### config.mk
export PLATFORM = sky130hd
export DESIGN_NAME = five_bit_letter_packer_core
export DESIGN_NICKNAME = d
export VERILOG_FILES = /design/src/rtl/fblpack_pkg.sv /design/src/rtl/fblpack_front.sv /design/src/rtl/fblpack_queue.sv /design/src/rtl/fblpack_back.sv /design/src/rtl/five_bit_letter_packer_core.sv
export SDC_FILE = /design/constraint.sdc
export NUM_CORES = 1
export LEC_CHECK = 0
export BUFFER_PORTS_ARGS = -buffer_cell sky130_fd_sc_hd__buf_2
export CELL_PAD_IN_SITES_DETAIL_PLACEMENT = 1
export CELL_PAD_IN_SITES_GLOBAL_PLACEMENT = 1
export CORE_MARGIN = 2
export CORE_UTILIZATION = 43
export CTS_CLUSTER_DIAMETER = 40
export DETAILED_ROUTE_END_ITERATION = 8
export GPL_TIMING_DRIVEN = 0
export PLACE_DENSITY = 0.78
export SYNTH_ARGS = -nofsm -noshare
export SYNTH_HDL_FRONTEND = slang
export SYNTH_SLANG_ARGS = --single-unit
export TNS_END_PERCENT = 1
### constraint.sdc
create_clock -name clock -period 6.83 [get_ports clock]
set_input_delay 0.683 -clock clock [delete_from_list [all_inputs] [get_ports clock]]
set_output_delay 0.683 -clock clock [all_outputs]
set_load 0.02 [all_outputs]
### src/rtl/fblpack_pkg.sv
// ----------------------------------------------------------------------------
// fblpack_pkg
// Types and constants shared by the five-bit letter packer modules.
// ----------------------------------------------------------------------------
package fblpack_pkg;

   // Offset that maps 'a' to code zero
   localparam logic [7:0] CodeBase = 8'h61;

   // Default depth of the queue between front and back
   localparam int QueueDepth = 4;

   // One input beat
   typedef struct packed {
      logic [7:0] letter;
      logic       end_of_message;
   } req_type;

   // One output beat
   typedef struct packed {
      logic [7:0] packed_byte;
      logic       is_high_bits;
      logic       last_byte;
   } rsp_type;

   // Work for the back end: one or two output beats
   typedef struct packed {
      logic    two;
      rsp_type first;
      rsp_type second;
   } job_type;

   // Queue status seen by front and back
   typedef struct packed {
      logic full;
      logic empty;
   } q_status_type;

endpackage

### src/rtl/fblpack_front.sv
// ----------------------------------------------------------------------------
// fblpack_front
// Accepts letters, tracks the group state and forms the output bytes that
// each letter causes, handing them to the queue as one job.
// ----------------------------------------------------------------------------
module fblpack_front (
   input  logic                       clock,
   input  logic                       reset,
   input  logic                       req_valid,
   input  fblpack_pkg::req_type       req_data,
   output logic                       req_stall,
   input  fblpack_pkg::q_status_type  q_status,
   output logic                       push,
   output fblpack_pkg::job_type       push_job
);

   logic [3:0] held_ff, held_in;
   logic [7:0] acc_ff, acc_in;
   logic [2:0] pos_ff, pos_in;

   logic       accept;
   logic [7:0] diff;
   logic [4:0] code;
   logic [7:0] acc_new;
   logic       eom;

   // Stall while the queue has no room
   assign req_stall = q_status.full;
   assign accept    = req_valid && !q_status.full;

   // Form the code and merge its fifth bit into the group byte
   assign diff    = req_data.letter - fblpack_pkg::CodeBase;
   assign code    = diff[4:0];
   assign acc_new = acc_ff | ({code[4], 7'b0} >> pos_ff);
   assign eom     = req_data.end_of_message;

   // Build the job and the next state
   always_comb begin
      held_in  = held_ff;
      acc_in   = acc_ff;
      pos_in   = pos_ff;
      push     = 1'b0;
      push_job = '0;
      if (accept) begin
         pos_in = pos_ff + 3'd1;
         acc_in = acc_new;
         if (!pos_ff[0]) begin
            // even code: hold its nibble, flush at end of message
            held_in = code[3:0];
            if (eom) begin
               push                = 1'b1;
               push_job.two        = 1'b1;
               push_job.first      = '{packed_byte: {code[3:0], 4'h0},
                                       is_high_bits: 1'b0, last_byte: 1'b0};
               push_job.second     = '{packed_byte: acc_new,
                                       is_high_bits: 1'b1, last_byte: 1'b1};
            end
         end else begin
            // odd code: emit the pair byte, then the group byte if due
            held_in        = 4'h0;
            push           = 1'b1;
            push_job.first = '{packed_byte: {held_ff, code[3:0]},
                               is_high_bits: 1'b0, last_byte: 1'b0};
            if (pos_ff == 3'd7 || eom) begin
               push_job.two    = 1'b1;
               push_job.second = '{packed_byte: acc_new,
                                   is_high_bits: 1'b1, last_byte: eom};
            end
            if (pos_ff == 3'd7) begin
               acc_in = 8'h00;
            end
         end
         if (eom) begin
            held_in = 4'h0;
            acc_in  = 8'h00;
            pos_in  = 3'd0;
         end
      end
   end

   // Hold the group state
   always_ff @(posedge clock) begin
      if (reset) begin
         held_ff <= 4'h0;
         acc_ff  <= 8'h00;
         pos_ff  <= 3'd0;
      end else begin
         held_ff <= held_in;
         acc_ff  <= acc_in;
         pos_ff  <= pos_in;
      end
   end

   // A message end returns the group to its start
   a_eom_restart: assert property (@(posedge clock) disable iff (reset)
      accept && eom |=> pos_ff == 3'd0)
      else $error("group position not cleared after end of message");

   // No nibble is held at an even position
   a_held_clear: assert property (@(posedge clock) disable iff (reset)
      !pos_ff[0] |-> held_ff == 4'h0)
      else $error("nibble held at even group position");

   // Fifth bits only occupy positions already taken
   a_acc_bits: assert property (@(posedge clock) disable iff (reset)
      (acc_ff & (8'hff >> pos_ff)) == 8'h00)
      else $error("fifth-bit byte has bits beyond group position");

endmodule

### src/rtl/fblpack_queue.sv
// ----------------------------------------------------------------------------
// fblpack_queue
// Short job queue that decouples the front from the back end.
// ----------------------------------------------------------------------------
module fblpack_queue #(
   parameter int Depth = fblpack_pkg::QueueDepth
) (
   input  logic                       clock,
   input  logic                       reset,
   input  logic                       push,
   input  fblpack_pkg::job_type       push_job,
   input  logic                       pop,
   output fblpack_pkg::job_type       head_job,
   output fblpack_pkg::q_status_type  q_status
);

   localparam int PtrW = (Depth > 1) ? $clog2(Depth) : 1;
   localparam int CntW = $clog2(Depth + 1);
   localparam logic [PtrW-1:0] LastPtr = PtrW'(Depth - 1);
   localparam logic [CntW-1:0] FullCnt = CntW'(Depth);

   fblpack_pkg::job_type slots [Depth];

   logic [PtrW-1:0] wr_ptr_ff, wr_ptr_in;
   logic [PtrW-1:0] rd_ptr_ff, rd_ptr_in;
   logic [CntW-1:0] count_ff, count_in;

   assign q_status.full  = (count_ff == FullCnt);
   assign q_status.empty = (count_ff == '0);
   assign head_job       = slots[rd_ptr_ff];

   // Advance pointers and count
   always_comb begin
      wr_ptr_in = wr_ptr_ff;
      rd_ptr_in = rd_ptr_ff;
      count_in  = count_ff;
      if (push) begin
         wr_ptr_in = (wr_ptr_ff == LastPtr) ? '0 : wr_ptr_ff + 1'b1;
      end
      if (pop) begin
         rd_ptr_in = (rd_ptr_ff == LastPtr) ? '0 : rd_ptr_ff + 1'b1;
      end
      if (push && !pop) begin
         count_in = count_ff + 1'b1;
      end else if (pop && !push) begin
         count_in = count_ff - 1'b1;
      end
   end

   always_ff @(posedge clock) begin
      if (reset) begin
         wr_ptr_ff <= '0;
         rd_ptr_ff <= '0;
         count_ff  <= '0;
      end else begin
         wr_ptr_ff <= wr_ptr_in;
         rd_ptr_ff <= rd_ptr_in;
         count_ff  <= count_in;
      end
   end

   // Store jobs
   always_ff @(posedge clock) begin
      if (push) begin
         slots[wr_ptr_ff] <= push_job;
      end
   end

   // Never overrun or underrun
   a_no_overflow: assert property (@(posedge clock) disable iff (reset)
      push && !pop |-> !q_status.full)
      else $error("push into full queue");

   a_no_underflow: assert property (@(posedge clock) disable iff (reset)
      pop |-> !q_status.empty)
      else $error("pop from empty queue");

endmodule

### src/rtl/fblpack_back.sv
// ----------------------------------------------------------------------------
// fblpack_back
// Takes jobs from the queue and sends their bytes out one beat at a time
// through the output register.
// ----------------------------------------------------------------------------
module fblpack_back (
   input  logic                       clock,
   input  logic                       reset,
   input  fblpack_pkg::q_status_type  q_status,
   input  fblpack_pkg::job_type       head_job,
   output logic                       pop,
   output logic                       rsp_valid,
   output fblpack_pkg::rsp_type       rsp_data,
   input  logic                       rsp_stall
);

   logic                 valid_ff, valid_in;
   fblpack_pkg::rsp_type data_ff, data_in;
   logic                 sel_ff, sel_in;

   logic out_free;
   logic load;

   // Load a new beat when the output register is empty or draining
   assign out_free = !valid_ff || !rsp_stall;
   assign load     = out_free && !q_status.empty;
   assign pop      = load && (sel_ff || !head_job.two);

   always_comb begin
      valid_in = out_free ? !q_status.empty : valid_ff;
      data_in  = data_ff;
      sel_in   = sel_ff;
      if (load) begin
         data_in = sel_ff ? head_job.second : head_job.first;
         sel_in  = !sel_ff && head_job.two;
      end
   end

   always_ff @(posedge clock) begin
      if (reset) begin
         valid_ff <= 1'b0;
         sel_ff   <= 1'b0;
      end else begin
         valid_ff <= valid_in;
         sel_ff   <= sel_in;
      end
   end

   always_ff @(posedge clock) begin
      data_ff <= data_in;
   end

   assign rsp_valid = valid_ff;
   assign rsp_data  = data_ff;

   // Second beat of a job is always a fifth-bit byte
   a_second_high: assert property (@(posedge clock) disable iff (reset)
      load && sel_ff |=> rsp_data.is_high_bits)
      else $error("second beat of job is not a fifth-bit byte");

endmodule

### src/rtl/five_bit_letter_packer_core.sv
// ----------------------------------------------------------------------------
// five_bit_letter_packer_core
// Packs letters into 5-bit codes: nibble pair bytes plus one fifth-bit byte
// per group of eight, with a flush at the end of each message.
// ----------------------------------------------------------------------------
//
//   channel  dir  handshake             beat
//   req_     in   req_valid/req_stall   letter, end_of_message
//   rsp_     out  rsp_valid/rsp_stall   packed_byte, is_high_bits, last_byte
//
// One letter is taken per cycle while the job queue is not full; each letter yields zero, one or two bytes.
// The output register sends one byte per cycle while rsp_stall is low, so a
// letter that yields two bytes holds the back end for both of them; the job queue absorbs this.
// The first byte of a letter passes through a job queue slot and then the
// output register before it is on rsp_.
// Reset is synchronous and clears group state, queue and output valid.
// req_stall rises only when the job queue is full.
// ----------------------------------------------------------------------------
module five_bit_letter_packer_core #(
   parameter int QueueDepth = fblpack_pkg::QueueDepth
) (
   input  logic                  clock,
   input  logic                  reset,
   input  logic                  req_valid,
   input  fblpack_pkg::req_type  req_data,
   output logic                  req_stall,
   output logic                  rsp_valid,
   output fblpack_pkg::rsp_type  rsp_data,
   input  logic                  rsp_stall
);

   fblpack_pkg::q_status_type q_status;
   fblpack_pkg::job_type      push_job;
   fblpack_pkg::job_type      head_job;
   logic                      push;
   logic                      pop;

   fblpack_front u_front (
      .clock     (clock),
      .reset     (reset),
      .req_valid (req_valid),
      .req_data  (req_data),
      .req_stall (req_stall),
      .q_status  (q_status),
      .push      (push),
      .push_job  (push_job)
   );

   fblpack_queue #(
      .Depth (QueueDepth)
   ) u_queue (
      .clock    (clock),
      .reset    (reset),
      .push     (push),
      .push_job (push_job),
      .pop      (pop),
      .head_job (head_job),
      .q_status (q_status)
   );

   fblpack_back u_back (
      .clock     (clock),
      .reset     (reset),
      .q_status  (q_status),
      .head_job  (head_job),
      .pop       (pop),
      .rsp_valid (rsp_valid),
      .rsp_data  (rsp_data),
      .rsp_stall (rsp_stall)
   );

endmodule
==> results.sh <==
export IMPL_pin_count=25
export IMPL_clkTransAtPathRegs_ps=100
export IMPL_hold_start="u_front.held_ff[2]"
export IMPL_tns_ps=0
export IMPL_core_sq_um=10200
export IMPL_netlist_area_leader_share_pct=55.5
export IMPL_relSlewSlack_pct=32.9
export IMPL_status="finished, final reports clean"
export IMPL_gr_usage_all_layers_pct=17.8
export IMPL_fin_crit_sh_pct=39.6
export IMPL_arrival_ps=3010
export IMPL_cts_tree="built"
export IMPL_dr_pass1_iters=4
export IMPL_syn_inst=298
export IMPL_grt_pass1_wl_mm=14.6
export IMPL_synth_main_ff_cell="edfxtp_1"
export IMPL_wl_per_cell_microns=19.5
export IMPL_die_area_sq_um=11100
export IMPL_synthTopCellsByCount="82 x edfxtp_1, 34 x nor2_1, 26 x dfxtp_1, 20 x a21oi_1, 17 x mux4_2"
export IMPL_die_y_microns=106
export IMPL_synthesis_nets=321
export IMPL_synth_distinct_cells=38
export IMPL_drv_cap=0
export IMPL_vias=2492
export IMPL_synthArstFlopShare_pct=0
export IMPL_p_switching_mw=0.524
export IMPL_swShare_pct=30.1
export IMPL_multi_input_area_sq_um=1340
export IMPL_grt_pass1_vias=2669
export IMPL_worst_pin_slew_ps=1010
export IMPL_h_tree_depth=3
export IMPL_start_util_pct=43.5
export IMPL_area_delta_synth_final_pct=11.1
export IMPL_r2r_slack_ps=4130
export IMPL_setup_worst_path_class="reg -> reg"
export IMPL_fin_crit_ps=2700
export IMPL_cts_root_buf="clkbuf_8"
export IMPL_hold_viol=0
export IMPL_rsz0062_at_grt="false"
export IMPL_diodes=0
export IMPL_drive_above_1_share_pct=21.6
export IMPL_netlist_area_sq_um=4430
export IMPL_setup_violations=0
export IMPL_fmax_mhz=370
export IMPL_crit_path_end_kind="register"
export IMPL_fin_nets=352
export IMPL_numPortBuffers=20
export IMPL_drtIter0Drc=102
export IMPL_hold_depth=2
export IMPL_rr_startpoint="u_queue.count_ff[0]"
export IMPL_synth_edf_count=82
export IMPL_insertion_delay_ps=380
export IMPL_finClkSkew_ps=20.3
export IMPL_postCtsSetupRepairBufs=0
export IMPL_cp_buffers_inverters=4
export IMPL_fillers=1042
export IMPL_place_ws_ps=3920
export IMPL_setup_ws_ps=4130
export IMPL_sequentialPowerShare_pct=48.5
export IMPL_yosysMostFrequentCell="edfxtp_1"
export IMPL_dieWidth_microns=106
export IMPL_p_leak_nw=1.70
export IMPL_cts_made_buffers=9
export IMPL_synth_area_leaders="edfxtp_1 56%, dfxtp_1 12%, mux4_2 8.6%"
export IMPL_crit_fanout=8
export IMPL_dp_hpwl_mm=6.38
export IMPL_ys_seq_area_share_pct=67.3
export IMPL_critPathSlowestCell="dfxtp_1"
export IMPL_r2r_end="u_queue.count_ff[2]"
export IMPL_reg2reg_depth=11
export IMPL_worstPathRequired_ps=7130
export IMPL_clockBufferDepth=2
export IMPL_maxSlewViolCount=0
export IMPL_rows=37
export IMPL_hold_buffers=0
export IMPL_yosys_area_top_type="edfxtp_1"
export IMPL_hold_path_endpoint="u_front.held_ff[2]"
export IMPL_globalplace_congestion=0.751
export IMPL_start_kind="register"
export IMPL_yosysWarnings=0
export IMPL_cts_resized=0
export IMPL_avgSynthCellArea_sq_um=14.9
export IMPL_antenna_found_initial=0
export IMPL_ir_drop_uv=128
export IMPL_routed_wl_mm=9.17
export IMPL_crit_path_cell_trace="or3b_1, inv_2, or3_1, buf_2, inv_1, ha_1, inv_1, fa_1, xor2_1, or3_1, a21oi_1"
export IMPL_grt_max_degree=19
export IMPL_p_int_mw=1.21
export IMPL_p_clk_share_pct=24.8
export IMPL_route_detailed_drc=0
export IMPL_grt_remaining_overflow=0
export IMPL_p_comb_share_pct=26.7
export IMPL_antenna_left=0
export IMPL_path_delay_family="simple AND/OR/NAND/NOR gates"
export IMPL_ys_ff_latch=108
export IMPL_hold_class="reg -> reg"
export IMPL_clkSinkCount=108
export IMPL_slowest_delay_ps=420
export IMPL_via_per_inst=5.30
export IMPL_regArea_sq_um=2980
export IMPL_power_density_nw_per_um2=353
logic make-up (layout without fill, tap and decap cells):
| group | Yosys count | count (layout) | share of synthesized area, % |
|---|---|---|---|
| AOI/OAI and AO/OA | 36 | 36 | 4.80 |
| and+or+nand+nor | 82 | 82 | 8.86 |
| muxes | 34 | 34 | 12.8 |
| DFF | 108 | 108 | 67.3 |
| buffers and inverters | 24 | 60 | 2.51 |
| adders and majority gates | 10 | 10 | 2.99 |
| xor gates and xnor gates | 4 | 4 | 0.790 |
cell usage in the layout (no fill, tap or decap), types with 2 or more instances in the layout:
master and count:
a21oi_1 20, a31oi_1 8, a41oi_1 2, and2_1 6
buf_2 25, buf_4 2, bufinv_16 2, clkbuf_1 5
clkbuf_8 9, dfxtp_1 26, edfxtp_1 82, ha_1 9
inv_1 10, inv_6 2, mux2_2 10, mux2i_1 6
mux4_2 17, nand2_1 15, nand2b_1 4, nand3_1 2
nand3b_1 5, nor2_1 34, nor2b_1 5, nor3_1 4
or3_1 4, xnor2_1 2, xor2_1 2
sequential cells by signal, indices dropped and copies added (netlist names), named ones only:
register and flops:
u_queue.count_ff 3, u_back.rsp_valid 1, u_queue.rd_ptr_ff 2, u_front.pos_ff 3, u_queue.wr_ptr_ff 2, u_queue.slots 72
u_back.rsp_data 10, u_front.held_ff 4, u_back.sel_ff 1, u_front.acc_ff 8
area by class of cell:
type / instances / area share [%]
well taps: 136 / 3.45
clock inverters: 6 / 1.91
multi-input cells: 166 / 27.2
inverters: 11 / 0.838
repair buffers: 20 / 2.03
clock buffers: 10 / 2.59
plain buffers: 13 / 1.42
flip-flops and latches: 108 / 60.6
metal layers:
| layer | vias up | GRT usage, % | share of wire (%) |
|---|---|---|---|
| met1 | 1252 | 23.0 | 43 |
| met4 | 0 | 6.77 | 1.7 |
| li1 | 1166 | - | - |
| met2 | 62 | 29.5 | 50 |
| met5 | - | 0 | 0 |
| met3 | 12 | 3.90 | 5.3 |
per-stage QoR:
stage | cell area, sq um | util (%) | power, mW | instances | hold slack, ps
finish | 4930 | 48.4 | 1.74 | 470 | 458
global route | 4930 | 48.4 | 1.83 | 470 | 486
CTS | 4930 | 48.4 | 1.76 | 470 | 461
detailed placement | 4700 | 46.2 | 1.33 | 454 | 447
global placement | 4700 | 46.2 | 1.31 | 454 | 445
floorplan | 4430 | - | 1.19 | 298 | 432
power groups by stage:
stage	Sequential, mW	Clock, mW	Combinational (mW)
detailed placement	0.859	0	0.472
global placement	0.852	0	0.456
floorplan	0.894	0	0.300
finish	0.843	0.430	0.464
global route	0.852	0.467	0.506
CTS	0.845	0.440	0.475
how the worst max path moves through the flow:
stage                              from                   to  slack (ps)  depth (start not counted)
global route        u_queue.count_ff[0]  u_queue.count_ff[2]        3920                         11
CTS                 u_queue.count_ff[0]  u_queue.count_ff[2]        4080                         11
detailed placement          req_data[0]  u_queue.count_ff[2]        3920                         11
finish              u_queue.count_ff[0]  u_queue.count_ff[2]        4130                         11
global placement            req_data[0]  u_queue.count_ff[2]        3980                         11
floorplan                   req_data[0]  u_queue.count_ff[2]        4260                         10
tightest hold or removal path, delay by kind of cell, from the launching register on:
kind | cells | cell delay (ps)
AOI/OAI and AO/OA | 1 | 50
DFF | 1 | 320
and+or+nand+nor | 1 | 50
(Power assumes the default switching activity.)
